==> config.mk <==
export PLATFORM = sky130hd
export DESIGN_NAME = ordered_array_list_engine_top
export DESIGN_NICKNAME = d
export VERILOG_FILES = /design/src/hdl/oale_pkg.sv /design/src/hdl/oale_ram.sv /design/src/hdl/oale_ctrl.sv /design/src/hdl/oale_dp.sv /design/src/hdl/ordered_array_list_engine_top.sv
export SDC_FILE = /design/constraint.sdc
export NUM_CORES = 1
export LEC_CHECK = 0
export BUFFER_PORTS_ARGS = -buffer_cell sky130_fd_sc_hd__buf_2
export CAP_MARGIN = 20
export CORE_ASPECT_RATIO = 1.4
export CORE_MARGIN = 2
export CORE_UTILIZATION = 50
export CTS_CLUSTER_SIZE = 8
export DETAILED_ROUTE_END_ITERATION = 12
export GPL_TIMING_DRIVEN = 1
export MAX_ROUTING_LAYER = met4
export PLACE_DENSITY = 0.66
export SETUP_SLACK_MARGIN = 0.2
export SYNTH_ARGS = -nofsm -noshare
export SYNTH_HDL_FRONTEND = slang
export SYNTH_SLANG_ARGS = --single-unit
==> constraint.sdc <==
create_clock -name clk_i -period 5.38 [get_ports clk_i]
set_clock_uncertainty 0.15 [all_clocks]
set_input_delay 0.807 -clock clk_i [delete_from_list [all_inputs] [get_ports clk_i]]
set_output_delay 0.807 -clock clk_i [all_outputs]
set_load 0.01 [all_outputs]
==> src/hdl/oale_pkg.sv <==
// Shared package of the ordered array list engine.
// Holds field widths, action and status codes, controller states and the
// command and status structures between controller and datapath. No dependencies.
`timescale 1ns / 1ps

package oale_pkg;

  localparam int DEPTH_DEF      = 16;
  localparam int VALUE_BITS_DEF = 32;

  localparam int ACTION_W = 4;
  localparam int POS_W    = 5;
  localparam int VAL_W    = 32;
  localparam int STATUS_W = 3;
  localparam int FIDX_W   = 4;
  localparam int COUNT_W  = 5;

  localparam int S_TDATA_W = 40;
  localparam int S_TUSER_W = ACTION_W;
  localparam int M_TDATA_W = 48;
  localparam int M_TUSER_W = STATUS_W;

  typedef enum logic [ACTION_W-1:0] {
    ACT_APPEND  = 4'd0,
    ACT_INSERT  = 4'd1,
    ACT_REMOVE  = 4'd2,
    ACT_SEARCH  = 4'd3,
    ACT_UPDATE  = 4'd4,
    ACT_DEL_VAL = 4'd5,
    ACT_DEL_AT  = 4'd6,
    ACT_CLEAR   = 4'd7,
    ACT_REVERSE = 4'd8,
    ACT_READ    = 4'd9
  } action_e;

  typedef enum logic [STATUS_W-1:0] {
    ST_OK       = 3'd0,
    ST_FULL     = 3'd1,
    ST_EMPTY    = 3'd2,
    ST_BADPOS   = 3'd3,
    ST_NOTFOUND = 3'd4,
    ST_TOOFEW   = 3'd5
  } status_e;

  typedef enum logic [3:0] {
    S_IDLE,
    S_CHECK,
    S_FETCH,
    S_SCAN,
    S_SHDN,
    S_SHUP,
    S_REVB,
    S_REVC,
    S_REVD,
    S_RESULT
  } state_e;

  typedef enum logic [3:0] {
    MOP_IDLE,
    MOP_CHECK,
    MOP_FETCH,
    MOP_SCAN,
    MOP_SHDN,
    MOP_SHUP,
    MOP_REVB,
    MOP_REVC,
    MOP_REVD,
    MOP_RESULT
  } mop_e;

  typedef struct packed {
    logic load;
    logic res_load;
    mop_e mop;
  } cmd_t;

  typedef struct packed {
    action_e act;
    logic    chk_ok;
    logic    scan_hit;
    logic    scan_end;
    logic    shdn_end;
    logic    shup_end;
    logic    rev_more;
  } stat_t;

endpackage

==> src/hdl/oale_ram.sv <==
// Generic single-write, single-read RAM with a registered read port.
// Used for the entry store of the ordered array list engine. No dependencies.
`timescale 1ns / 1ps

module oale_ram #(
  parameter int WIDTH = 32,
  parameter int DEPTH = 16
) (
  input  logic                     clk_i,
  input  logic                     we_i,
  input  logic [$clog2(DEPTH)-1:0] waddr_i,
  input  logic [WIDTH-1:0]         wdata_i,
  input  logic [$clog2(DEPTH)-1:0] raddr_i,
  output logic [WIDTH-1:0]         rdata_o
);

  logic [WIDTH-1:0] mem_q [DEPTH];

  always_ff @(posedge clk_i) begin
    if (we_i) begin
      mem_q[waddr_i] <= wdata_i;
    end
    rdata_o <= mem_q[raddr_i];
  end

endmodule

==> src/hdl/oale_ctrl.sv <==
// Controller state machine of the ordered array list engine.
// Sequences each action through the datapath and owns the stream handshakes.
// Depends on oale_pkg.
`timescale 1ns / 1ps

module oale_ctrl
  import oale_pkg::*;
(
  input  logic  clk_i,
  input  logic  rst_ni,
  input  logic  s_tvalid_i,
  output logic  s_tready_o,
  output logic  m_tvalid_o,
  input  logic  m_tready_i,
  output cmd_t  cmd_o,
  input  stat_t stat_i
);

  state_e state_q, state_d;
  logic   out_vld_q, out_vld_d;
  logic   out_free;

  assign out_free = !out_vld_q || m_tready_i;

  always_comb begin
    state_d = state_q;
    unique case (state_q)
      S_IDLE: begin
        if (s_tvalid_i) begin
          state_d = S_CHECK;
        end
      end
      S_CHECK: begin
        if (!stat_i.chk_ok) begin
          state_d = S_RESULT;
        end else begin
          unique case (stat_i.act)
            ACT_REMOVE, ACT_READ, ACT_UPDATE, ACT_DEL_AT: state_d = S_FETCH;
            ACT_INSERT:                                   state_d = S_SHUP;
            ACT_SEARCH, ACT_DEL_VAL:                      state_d = S_SCAN;
            ACT_REVERSE:                                  state_d = S_REVB;
            default:                                      state_d = S_RESULT;
          endcase
        end
      end
      S_FETCH: begin
        state_d = (stat_i.act == ACT_DEL_AT) ? S_SHDN : S_RESULT;
      end
      S_SCAN: begin
        priority if (stat_i.scan_hit) begin
          state_d = (stat_i.act == ACT_DEL_VAL) ? S_SHDN : S_RESULT;
        end else if (stat_i.scan_end) begin
          state_d = S_RESULT;
        end else begin
          state_d = S_SCAN;
        end
      end
      S_SHDN: begin
        if (stat_i.shdn_end) begin
          state_d = S_RESULT;
        end
      end
      S_SHUP: begin
        if (stat_i.shup_end) begin
          state_d = S_RESULT;
        end
      end
      S_REVB: state_d = S_REVC;
      S_REVC: state_d = S_REVD;
      S_REVD: begin
        state_d = stat_i.rev_more ? S_REVB : S_RESULT;
      end
      S_RESULT: begin
        if (out_free) begin
          state_d = S_IDLE;
        end
      end
      default: state_d = S_IDLE;
    endcase
  end

  always_comb begin
    s_tready_o     = 1'b0;
    cmd_o.load     = 1'b0;
    cmd_o.res_load = 1'b0;
    cmd_o.mop      = MOP_IDLE;
    unique case (state_q)
      S_IDLE: begin
        s_tready_o = 1'b1;
        cmd_o.load = s_tvalid_i;
      end
      S_CHECK: cmd_o.mop = MOP_CHECK;
      S_FETCH: cmd_o.mop = MOP_FETCH;
      S_SCAN:  cmd_o.mop = MOP_SCAN;
      S_SHDN:  cmd_o.mop = MOP_SHDN;
      S_SHUP:  cmd_o.mop = MOP_SHUP;
      S_REVB:  cmd_o.mop = MOP_REVB;
      S_REVC:  cmd_o.mop = MOP_REVC;
      S_REVD:  cmd_o.mop = MOP_REVD;
      S_RESULT: begin
        cmd_o.mop      = MOP_RESULT;
        cmd_o.res_load = out_free;
      end
      default: cmd_o.mop = MOP_IDLE;
    endcase
  end

  always_comb begin
    out_vld_d = out_vld_q;
    if (cmd_o.res_load) begin
      out_vld_d = 1'b1;
    end else if (m_tready_i) begin
      out_vld_d = 1'b0;
    end
  end

  assign m_tvalid_o = out_vld_q;

  always_ff @(posedge clk_i or negedge rst_ni) begin
    if (!rst_ni) begin
      state_q   <= S_IDLE;
      out_vld_q <= 1'b0;
    end else begin
      state_q   <= state_d;
      out_vld_q <= out_vld_d;
    end
  end

endmodule

==> src/hdl/oale_dp.sv <==
// Datapath of the ordered array list engine: item registers, walk pointers,
// entry RAM, range checks and the result register.
// Depends on oale_pkg and oale_ram.
`timescale 1ns / 1ps

module oale_dp
  import oale_pkg::*;
#(
  parameter int DEPTH      = DEPTH_DEF,
  parameter int VALUE_BITS = VALUE_BITS_DEF
) (
  input  logic                     clk_i,
  input  logic                     rst_ni,
  input  cmd_t                     cmd_i,
  output stat_t                    stat_o,
  input  logic [ACTION_W-1:0]      in_action_i,
  input  logic [POS_W-1:0]         in_position_i,
  input  logic signed [VAL_W-1:0]  in_value_i,
  output status_e                  out_status_o,
  output logic signed [VAL_W-1:0]  out_data_o,
  output logic [FIDX_W-1:0]        out_fidx_o,
  output logic [COUNT_W-1:0]       out_count_o
);

  localparam int IDX_W = $clog2(DEPTH);
  localparam int CNT_W = $clog2(DEPTH + 1);
  localparam int CMP_W = (CNT_W > POS_W) ? CNT_W : POS_W;

  action_e                       act_q, act_d;
  logic [POS_W-1:0]              pos_q, pos_d;
  logic signed [VALUE_BITS-1:0]  val_q, val_d;
  logic [CNT_W-1:0]              cnt_q, cnt_d;
  logic [CNT_W-1:0]              ptr_q, ptr_d;
  logic [IDX_W-1:0]              prev_q, prev_d;
  logic [IDX_W-1:0]              hi_q, hi_d;
  logic [VALUE_BITS-1:0]         tmp_q, tmp_d;
  logic                          issued_q, issued_d;
  status_e                       status_q, status_d;
  logic signed [VAL_W-1:0]       data_q, data_d;
  logic [FIDX_W-1:0]             fidx_q, fidx_d;

  logic                          mem_we;
  logic [IDX_W-1:0]              mem_waddr;
  logic [VALUE_BITS-1:0]         mem_wdata;
  logic [IDX_W-1:0]              mem_raddr;
  logic [VALUE_BITS-1:0]         mem_rdata;

  logic [CMP_W-1:0]              pos_x, cnt_x, ptr_x;
  logic                          is_full, is_empty;
  status_e                       chk_status;
  logic                          ptr_below_cnt;
  logic                          ptr_above_pos;

  oale_ram #(
    .WIDTH (VALUE_BITS),
    .DEPTH (DEPTH)
  ) u_ram (
    .clk_i   (clk_i),
    .we_i    (mem_we),
    .waddr_i (mem_waddr),
    .wdata_i (mem_wdata),
    .raddr_i (mem_raddr),
    .rdata_o (mem_rdata)
  );

  assign pos_x         = CMP_W'(pos_q);
  assign cnt_x         = CMP_W'(cnt_q);
  assign ptr_x         = CMP_W'(ptr_q);
  assign is_full       = (cnt_q == CNT_W'(DEPTH));
  assign is_empty      = (cnt_q == '0);
  assign ptr_below_cnt = (ptr_q < cnt_q);
  assign ptr_above_pos = (ptr_x > pos_x);

  always_comb begin
    chk_status = ST_OK;
    unique case (act_q)
      ACT_APPEND: begin
        if (is_full) chk_status = ST_FULL;
      end
      ACT_INSERT: begin
        priority if (is_full)     chk_status = ST_FULL;
        else if (pos_x > cnt_x)   chk_status = ST_BADPOS;
        else                      chk_status = ST_OK;
      end
      ACT_REMOVE, ACT_SEARCH, ACT_DEL_VAL: begin
        if (is_empty) chk_status = ST_EMPTY;
      end
      ACT_UPDATE, ACT_DEL_AT, ACT_READ: begin
        priority if (is_empty)    chk_status = ST_EMPTY;
        else if (pos_x >= cnt_x)  chk_status = ST_BADPOS;
        else                      chk_status = ST_OK;
      end
      ACT_REVERSE: begin
        if (cnt_q < CNT_W'(2)) chk_status = ST_TOOFEW;
      end
      default: chk_status = ST_OK;
    endcase
  end

  assign stat_o.act      = act_q;
  assign stat_o.chk_ok   = (chk_status == ST_OK);
  assign stat_o.scan_hit = issued_q && (mem_rdata == val_q);
  assign stat_o.scan_end = !issued_q && !ptr_below_cnt;
  assign stat_o.shdn_end = !issued_q && !ptr_below_cnt;
  assign stat_o.shup_end = !issued_q && !ptr_above_pos;
  assign stat_o.rev_more = ({1'b0, ptr_q} + (CNT_W + 1)'(2)) < (CNT_W + 1)'(hi_q);

  always_comb begin
    act_d     = act_q;
    pos_d     = pos_q;
    val_d     = val_q;
    cnt_d     = cnt_q;
    ptr_d     = ptr_q;
    prev_d    = prev_q;
    hi_d      = hi_q;
    tmp_d     = tmp_q;
    issued_d  = issued_q;
    status_d  = status_q;
    data_d    = data_q;
    fidx_d    = fidx_q;
    mem_we    = 1'b0;
    mem_waddr = IDX_W'(ptr_q);
    mem_wdata = val_q;
    mem_raddr = IDX_W'(ptr_q);

    if (cmd_i.load) begin
      act_d    = action_e'(in_action_i);
      pos_d    = in_position_i;
      val_d    = VALUE_BITS'(in_value_i);
      ptr_d    = '0;
      issued_d = 1'b0;
      status_d = ST_OK;
      data_d   = '0;
      fidx_d   = '0;
    end

    unique case (cmd_i.mop)
      MOP_CHECK: begin
        if (chk_status != ST_OK) begin
          status_d = chk_status;
        end else begin
          unique case (act_q)
            ACT_APPEND: begin
              mem_we    = 1'b1;
              mem_waddr = IDX_W'(cnt_q);
              cnt_d     = cnt_q + CNT_W'(1);
            end
            ACT_REMOVE: mem_raddr = IDX_W'(cnt_q - CNT_W'(1));
            ACT_READ, ACT_UPDATE, ACT_DEL_AT: mem_raddr = IDX_W'(pos_q);
            ACT_INSERT: ptr_d = cnt_q;
            ACT_CLEAR:  cnt_d = '0;
            ACT_REVERSE: hi_d = IDX_W'(cnt_q - CNT_W'(1));
            default: ;
          endcase
        end
      end
      MOP_FETCH: begin
        data_d = VAL_W'($signed(mem_rdata));
        unique case (act_q)
          ACT_REMOVE: cnt_d = cnt_q - CNT_W'(1);
          ACT_UPDATE: begin
            mem_we    = 1'b1;
            mem_waddr = IDX_W'(pos_q);
          end
          ACT_DEL_AT: begin
            ptr_d    = CNT_W'(pos_q) + CNT_W'(1);
            issued_d = 1'b0;
          end
          default: ;
        endcase
      end
      MOP_SCAN: begin
        priority if (stat_o.scan_hit) begin
          if (act_q == ACT_SEARCH) begin
            fidx_d = FIDX_W'(prev_q);
          end else begin
            data_d   = VAL_W'(val_q);
            ptr_d    = CNT_W'(prev_q) + CNT_W'(1);
            issued_d = 1'b0;
          end
        end else if (stat_o.scan_end) begin
          status_d = ST_NOTFOUND;
        end else if (ptr_below_cnt) begin
          issued_d = 1'b1;
          prev_d   = IDX_W'(ptr_q);
          ptr_d    = ptr_q + CNT_W'(1);
        end else begin
          issued_d = 1'b0;
        end
      end
      MOP_SHDN: begin
        if (issued_q) begin
          mem_we    = 1'b1;
          mem_waddr = prev_q - IDX_W'(1);
          mem_wdata = mem_rdata;
        end
        if (ptr_below_cnt) begin
          issued_d = 1'b1;
          prev_d   = IDX_W'(ptr_q);
          ptr_d    = ptr_q + CNT_W'(1);
        end else begin
          issued_d = 1'b0;
        end
        if (stat_o.shdn_end) begin
          cnt_d = cnt_q - CNT_W'(1);
        end
      end
      MOP_SHUP: begin
        if (issued_q) begin
          mem_we    = 1'b1;
          mem_waddr = prev_q;
          mem_wdata = mem_rdata;
        end
        if (ptr_above_pos) begin
          mem_raddr = IDX_W'(ptr_q - CNT_W'(1));
          issued_d  = 1'b1;
          prev_d    = IDX_W'(ptr_q);
          ptr_d     = ptr_q - CNT_W'(1);
        end else begin
          issued_d = 1'b0;
        end
        if (stat_o.shup_end) begin
          mem_we    = 1'b1;
          mem_waddr = IDX_W'(pos_q);
          mem_wdata = val_q;
          cnt_d     = cnt_q + CNT_W'(1);
        end
      end
      MOP_REVB: begin
        mem_raddr = hi_q;
        tmp_d     = mem_rdata;
      end
      MOP_REVC: begin
        mem_we    = 1'b1;
        mem_waddr = IDX_W'(ptr_q);
        mem_wdata = mem_rdata;
      end
      MOP_REVD: begin
        mem_we    = 1'b1;
        mem_waddr = hi_q;
        mem_wdata = tmp_q;
        mem_raddr = IDX_W'(ptr_q + CNT_W'(1));
        ptr_d     = ptr_q + CNT_W'(1);
        hi_d      = hi_q - IDX_W'(1);
      end
      default: ;
    endcase
  end

  always_ff @(posedge clk_i or negedge rst_ni) begin
    if (!rst_ni) begin
      cnt_q    <= '0;
      issued_q <= 1'b0;
      act_q    <= ACT_APPEND;
    end else begin
      cnt_q    <= cnt_d;
      issued_q <= issued_d;
      act_q    <= act_d;
    end
  end

  always_ff @(posedge clk_i) begin
    pos_q    <= pos_d;
    val_q    <= val_d;
    ptr_q    <= ptr_d;
    prev_q   <= prev_d;
    hi_q     <= hi_d;
    tmp_q    <= tmp_d;
    status_q <= status_d;
    data_q   <= data_d;
    fidx_q   <= fidx_d;
    if (cmd_i.res_load) begin
      out_status_o <= status_q;
      out_data_o   <= data_q;
      out_fidx_o   <= fidx_q;
      out_count_o  <= COUNT_W'(cnt_q);
    end
  end

endmodule

==> src/hdl/ordered_array_list_engine_top.sv <==
// Top level of the ordered array list engine: controller, datapath and checks.
// Depends on oale_pkg, oale_ctrl, oale_dp and oale_ram.
//
//   Channel | Direction | tdata (low bit up)                      | tuser
//   s_axis  | in        | position, value, zero pad               | action
//   m_axis  | out       | data_out, found_index, entry_count, pad | status
//
// One item at a time, one RAM read and write port. Search walks the entries from
// index 0 until a match; insert, delete at and delete value shift the entries
// behind the position; reverse swaps pairs from both ends inward.
// Reset clears the count and the control state only. A result waits in the output
// register while the next item is accepted; a stalled output holds the one after.
`timescale 1ns / 1ps

module ordered_array_list_engine_top
  import oale_pkg::*;
#(
  parameter int DEPTH      = DEPTH_DEF,
  parameter int VALUE_BITS = VALUE_BITS_DEF
) (
  input  logic                 clk_i,
  input  logic                 rst_ni,
  input  logic                 s_axis_tvalid,
  output logic                 s_axis_tready,
  input  logic [S_TDATA_W-1:0] s_axis_tdata,  // position[4:0], value[36:5], pad
  input  logic [S_TUSER_W-1:0] s_axis_tuser,  // action[3:0]
  output logic                 m_axis_tvalid,
  input  logic                 m_axis_tready,
  output logic [M_TDATA_W-1:0] m_axis_tdata,  // data_out, found_index, entry_count, pad
  output logic [M_TUSER_W-1:0] m_axis_tuser   // status[2:0]
);

  cmd_t                    cmd;
  stat_t                   stat;
  status_e                 out_status;
  logic signed [VAL_W-1:0] out_data;
  logic [FIDX_W-1:0]       out_fidx;
  logic [COUNT_W-1:0]      out_count;

  oale_ctrl u_ctrl (
    .clk_i      (clk_i),
    .rst_ni     (rst_ni),
    .s_tvalid_i (s_axis_tvalid),
    .s_tready_o (s_axis_tready),
    .m_tvalid_o (m_axis_tvalid),
    .m_tready_i (m_axis_tready),
    .cmd_o      (cmd),
    .stat_i     (stat)
  );

  oale_dp #(
    .DEPTH      (DEPTH),
    .VALUE_BITS (VALUE_BITS)
  ) u_dp (
    .clk_i         (clk_i),
    .rst_ni        (rst_ni),
    .cmd_i         (cmd),
    .stat_o        (stat),
    .in_action_i   (s_axis_tuser[ACTION_W-1:0]),
    .in_position_i (s_axis_tdata[POS_W-1:0]),
    .in_value_i    ($signed(s_axis_tdata[POS_W +: VAL_W])),
    .out_status_o  (out_status),
    .out_data_o    (out_data),
    .out_fidx_o    (out_fidx),
    .out_count_o   (out_count)
  );

  assign m_axis_tdata = {(M_TDATA_W - VAL_W - FIDX_W - COUNT_W)'(0),
                         out_count, out_fidx, out_data};
  assign m_axis_tuser = out_status;

`ifndef SYNTH
  assert property (@(posedge clk_i) disable iff (!rst_ni)
    cmd.res_load |-> (!m_axis_tvalid || m_axis_tready))
    else $error("Result loaded over an untaken result.");

  assert property (@(posedge clk_i) disable iff (!rst_ni)
    cmd.load |=> !s_axis_tready)
    else $error("Input taken again before the item finished.");

  assert property (@(posedge clk_i) disable iff (!rst_ni)
    (m_axis_tvalid && out_status != ST_OK) |-> (out_data == '0 && out_fidx == '0))
    else $error("Failed action carries a value or an index.");

  assert property (@(posedge clk_i) disable iff (!rst_ni)
    m_axis_tvalid |-> (DEPTH > 31 || 32'(out_count) <= 32'(DEPTH)))
    else $error("Entry count above the store depth.");
`endif

endmodule

# ---- Yosys cells after proc, flatten, opt, wreduce, memory -nomap -nowiden
# Memories as Yosys holds them, arrays and structs flattened. A register that Yosys moved wholly into a read port is not among the register bits.
# Index checks and enable logic that the tools add are counted.
dict set report totals {
  regBits 180
  mem_bits_rw 512
  rom_bits 64
  inputBits 48
  output_inout_bits 53
  wordCells 192
  memories 2
}
dict set report op_classes {
  addsub 9
  magnitude_cmp 6
  n_eq_ne 41
  muxes 92
  n_reduce_logical 24
}
# memory words width rd rd_clocked_by_memory_dff wr line_no
set memory_table {}
lappend memory_table {u_dp.u_ram.mem_q 16 32 1 1 1 oale_ram.sv:17} ;# logic [WIDTH-1:0] mem_q [DEPTH];
lappend memory_table {{(no name shown)} 16 4 1 0 0 oale_ctrl.sv:37} ;# unique case (stat_i.act)
# operator n
set op_table {}
lappend op_table {{2-to-1 mux 32 bit} 5}
lappend op_table {{case mux 32 bit (4 select lines)} 1}
lappend op_table {{2-to-1 mux 4 bit} 28}
lappend op_table {{2-to-1 mux 5 bit} 13}
lappend op_table {{case mux 32 bit (2 select lines)} 1}
lappend op_table {{equality test 4 x 3 -> 1 bit (second input constant)} 12}
lappend op_table {{case mux 4 bit (10 select lines)} 1}
lappend op_table {{case mux 4 bit (9 select lines)} 1}
lappend op_table {{equality test 32 bit} 1}
lappend op_table {{case mux 5 bit (6 select lines)} 1}
lappend op_table {{equality test 4 x 2 -> 1 bit (second input constant)} 6}
lappend op_table {{2-to-1 mux 3 bit} 7}
lappend op_table {{equality test 4 bit (second input constant)} 5}
lappend op_table {{2-to-1 mux 1 bit} 20}
lappend op_table {{inequality test 2 bit (second input constant)} 10}
lappend op_table {{case mux 4 bit (5 select lines)} 1}
lappend op_table {{case mux 5 bit (4 select lines)} 1}
lappend op_table {{case mux 4 bit (2 select lines)} 2}
lappend op_table {{case mux 4 bit (4 select lines)} 1}
lappend op_table {{adder 5 x 1 -> 5 bit (second input constant)} 3}
lappend op_table {{case mux 3 bit (5 select lines)} 1}
lappend op_table {{equality test 4 x 1 -> 1 bit (second input constant)} 3}
lappend op_table {{case mux 4 bit (3 select lines)} 1}
lappend op_table {{greater-than comparator 5 bit} 2}
lappend op_table {{30 further kinds} 45}

# ---- Logic depth before layout (Yosys ltp)
dict set report logic_depth {
  ltp_word 9
  depth_mapped 16
  mapped_depth_nobuf 12
}

# ---- By module
# Synthesis repeated with hierarchy kept, for this count alone.
dict set report hier_totals {
  cells_unflattened 1892
  area_unflattened_um2 30195.2
}
# mod instances cells_each area_per_inst_um2 seq_area_each_um2
set by_module_without_submodules {}
lappend by_module_without_submodules {oale_ram 1 838 19835.3 16015.4}
lappend by_module_without_submodules {oale_dp 1 970 9763.1 4764.6}
lappend by_module_without_submodules {oale_ctrl 1 76 540.5 125.1}
lappend by_module_without_submodules {ordered_array_list_engine_top 1 8 56.3 0.0}

# ---- Least setup slack after synthesis
# No wires, ideal clock.
dict set report synth_timing {
  kind {register -> register}
  startpoint {register u_dp.cnt_q[2]}
  endpoint {memory u_dp.u_ram.mem_q[5][0] (enable)}
  setup_ps 421
  t_arrival_ps 4239
  t_required_ps 4809
  slack_ps 570
  path_stages_with_launch 13
  n_path_buf 1
  synth_period_minus_slack_ps 4810
  path_cell_list {dfrtp_1 -> clkbuf_1 -> inv_1 -> ha_1 -> o211ai_1 -> o21ai_1 -> o21a_2 -> nor3_1 -> a21oi_1 -> o32a_1 -> nor2b_1 -> nand2_1 -> nor2_1}
}
dict set report synth_via {
  elab_chain_cells 9
  word_cells_on_any_way 21
  classes_between {order compare: 3; eq/ne: 1; mux: 15; reduce/logical: 2}
}
# element line_no
set synth_lines {}
lappend synth_lines {{start: declaration} oale_dp.sv:32} ;# logic [CNT_W-1:0] cnt_q, cnt_d;
lappend synth_lines {{start signal: assignment} oale_dp.sv:256} ;# cnt_q <= cnt_d;
lappend synth_lines {{>= comparator 5 bit / greater-than comparator 5 bit (equally long branches)} {oale_dp.sv:90, oale_dp.sv:82}}
lappend synth_lines {{2-to-1 mux 2 bit, on equally long branches} {oale_dp.sv:90, oale_dp.sv:82}}
lappend synth_lines {{2-to-1 mux 3 bit, on equally long branches} {oale_dp.sv:89, oale_dp.sv:81}}
lappend synth_lines {{case mux 3 bit (5 select lines)} oale_dp.sv:76} ;# unique case (act_q)
lappend synth_lines {{nonzero test 3 bit} oale_dp.sv:139} ;# if (chk_status != ST_OK) begin
lappend synth_lines {{2-to-1 mux 1 bit} oale_dp.sv:139}
lappend synth_lines {{case mux 1 bit (5 select lines)} oale_dp.sv:137} ;# unique case (cmd_i.mop)
lappend synth_lines {{2-to-1 mux 1 bit} oale_ram.sv:20} ;# if (we_i) begin
lappend synth_lines {{2-to-1 mux 1 bit (not written as such)} oale_ram.sv:21} ;# mem_q[waddr_i] <= wdata_i;
lappend synth_lines {{end: declaration} oale_ram.sv:17}
# Parallel ways exist; a longest one is shown, timed or not.

# ---- Final worst setup path
dict set report layout_timing {
  startpoint {register u_dp.pos_q[1]}
  endpoint {memory u_dp.u_ram.mem_q[10][31] (enable)}
}
dict set report layout_via {
  elab_chain_cells 9
  word_cells_on_any_way 20
  classes_between {order compare: 3; mux: 14; reduce/logical: 3}
}
# element line_no
set layout_lines {}
lappend layout_lines {{start: declaration} oale_dp.sv:30} ;# logic [POS_W-1:0] pos_q, pos_d;
lappend layout_lines {{start signal: assignment} oale_dp.sv:263} ;# pos_q <= pos_d;
lappend layout_lines {{>= comparator 5 bit / greater-than comparator 5 bit (equally long branches)} {oale_dp.sv:90, oale_dp.sv:82}}
lappend layout_lines {{2-to-1 mux 2 bit, on equally long branches} {oale_dp.sv:90, oale_dp.sv:82}}
lappend layout_lines {{2-to-1 mux 3 bit, on equally long branches} {oale_dp.sv:89, oale_dp.sv:81}}
lappend layout_lines {{case mux 3 bit (5 select lines)} oale_dp.sv:76}
lappend layout_lines {{nonzero test 3 bit} oale_dp.sv:139}
lappend layout_lines {{2-to-1 mux 1 bit} oale_dp.sv:139}
lappend layout_lines {{case mux 1 bit (5 select lines)} oale_dp.sv:137}
lappend layout_lines {{2-to-1 mux 1 bit} oale_ram.sv:20}
lappend layout_lines {{2-to-1 mux 1 bit (not written as such)} oale_ram.sv:21}
# Parallel ways exist; a longest one is shown, timed or not.

==> reports/metrics.csv <==
metric,value,unit
cp_slowest_cell,edfxtp_1,
crit_path_end_kind,flop,
cts_setup_buffers,0,
slew_headroom,21.0,%
cts.sinks,724,
fp.dieH,298,um
io_pins,101,
drt-total-wl,87900,um
crit_path_max_incr_delay,730,ps
port_buffers,90,
cpLargestDelayFamily,compound AO/OA/AOI/OAI gates,
ant_nets,0,
required,5500,ps
rsz0062_at_grt,false,
drv_cap,0,
cp.arrival,4790,ps
hold_class,in2reg,
setup_viol_count_final,0,
std_cell_rows,107,
timing.final.crit_period,4670,ps
clock_latency,660,ps
synth_top_cells_by_count,"edfxtp_1, nand2_1, nand3_1",
drive_above_1_share,13.3,%
yosysTopAreaCell,edfxtp_1,
status,completed,
antenna_found_initial,0,
async_reset_ff_share,2.07,%
die_w,214,um
synth_top_area_share,61.4,%
max_freq,214,MHz
dieArea,63900,um^2
core_region_area,61000,um^2
yosys_warnings,0,
initial_utilization,50.7,%
netlist_instances,2440,
final_cells,3472,
nNetsFinal,2654,
drc,0,
p_per_area,708,nW/um^2
startpoint_type,flop,
crit_fanout,20,
firstDrtPassIters,5,
synthFlopType,edfxtp_1,
path_cells,inv_1 > ha_1 > nor2b_1 > o31ai_1 > a21oi_1 > buf_4 > mux2i_1 > a211oi_1 > o31a_1 > o32a_1 > and2_1 > nand2_1 > nor2_4 > buf_4,
cts_resized,0,
grt_overflow,0,
yosys-top-cells-area,"edfxtp_1, nand2_1, dfxtp_1",
worst_pin_slew,1180,ps
synth_area_per_cell,12.7,um^2
drt_first_iter_violations,2232,
hpwl,57000,um
cts_tree,done,
grt_max_degree,75,
grt_pass1_vias,20686,
cts.path.max_buffers,3,
critical_path_class,reg2reg,
syn_to_final_growth,15.1,%
ys_seq_area_share,67.6,%
numCtsBuffers,100,
synth_edf_count,633,
p_leak,0.0127,uW
synth_area,30900,um^2
n_antenna_cell,0,
crit_buf_inv,3,
report.final.hold_viol_count,0,
via_per_inst,5.99,
gp_congestion,0.941,
grt_usage,28.2,%
dp_cells,3290,
wl_per_cell,25.3,um
fin_setup_tns,0,ps
drv_slew,0,
ys_types,87,
peakVddDrop,0.655,mV
ctsHtreeMaxLevel,3,
cts-hold-fix-buffers,1,
path_common_cell,buf_4,
clockRootBuffer,clkbuf_16,
clk_pin_slew,50,ps
grt_pass1_wl,130000,um
yosysMostFrequentCell,edfxtp_1,
vias,20785,
ys_seq_elements,724,
utilization,58.3,%
fin_crit_sh,86.8,%
## stage by stage
stage / hold WS (ps) / power [uW] / worst slack (ps) / area (um^2)
after floorplan: 258 / 15700 / 570 / 31000
after global placement: 267 / 19200 / 836 / 32700
after detailed placement: 267 / 19400 / 848 / 32700
after CTS: 161 / 25200 / 783 / 35600
after global routing: 170 / 26500 / 521 / 35600
final: 193 / 25200 / 708 / 35600
## where the power goes
| group | switching, uW | total, uW | internal, uW |
|---|---|---|---|
| logic | 7470 | 11200 | 3710 |
| registers | 679 | 8270 | 7590 |
| clock network | 2250 | 5750 | 3500 |
## layout make-up
cell class	count	area (um^2)
well taps	817	1020
clock inverters	5	67.6
repair buffers	179	1270
flip-flops and latches	724	20900
multi-input cells	1542	9420
fillers	4880	25400
clock buffers	175	2820
inverters	30	113
## metal layers
metal | wire [um] | vias to the layer above | part of all wire, % | GRT usage (%)
li1 | - | 9395 | - | -
met1 | 34200 | 10349 | 39 | 33.7
met2 | 44400 | 819 | 50 | 47.3
met3 | 5370 | 222 | 6.1 | 4.16
met4 | 4000 | 0 | 4.6 | 13.2
met5 | 0 | - | 0 | -
## cells in the final DEF, fill, tap and decap left out, types with 75 or more instances in the layout
master	instances
nor2_1	93
clkbuf_16	101
edfxtp_1	633
buf_2	91
nand2_1	451
buf_4	75
nand3_1	229
mux2i_1	148
o21ai_0	76
dfxtp_1	76
## state kept, by name, indices dropped and copies added (netlist names), 5 cells and up
signal / count
u_dp.ptr_q: 5
u_dp.data_q: 32
u_dp.val_q: 32
u_dp.u_ram.mem_q: 512
u_dp.cnt_q: 5
u_dp.pos_q: 5
u_dp.out_data_o: 32
u_dp.tmp_q: 32
u_dp.out_count_o: 5
u_dp.u_ram.rdata_o: 32
## final timing paths
check,start,to,slack [ps],cells past startpoint
setup / recovery,u_dp.pos_q[1],u_dp.u_ram.mem_q[10][31],710,14
hold / removal,s_axis_tdata[29],u_dp.val_q[24],190,1
setup reg to reg,u_dp.pos_q[1],u_dp.u_ram.mem_q[10][31],710,14
hold reg to reg,u_dp.fidx_q[2],u_dp.out_fidx_o[2],280,0
max in group asynchronous,rst_ni,u_dp.cnt_q[4],4310,2
min in group asynchronous,rst_ni,u_dp.issued_q,460,2
## cells by family after synthesis
kind of cell    Yosys count  synth area share (%)
simple gates            904                  12.9
compound gates          381                  8.54
buf+inv                 180                  2.74
mux                     168                  5.52
other cells               1                0.0121
fa+ha+maj                29                  1.17
xor+xnor                 53                  1.50
flops                   724                  67.6
Power figures use the tool's default switching activity.
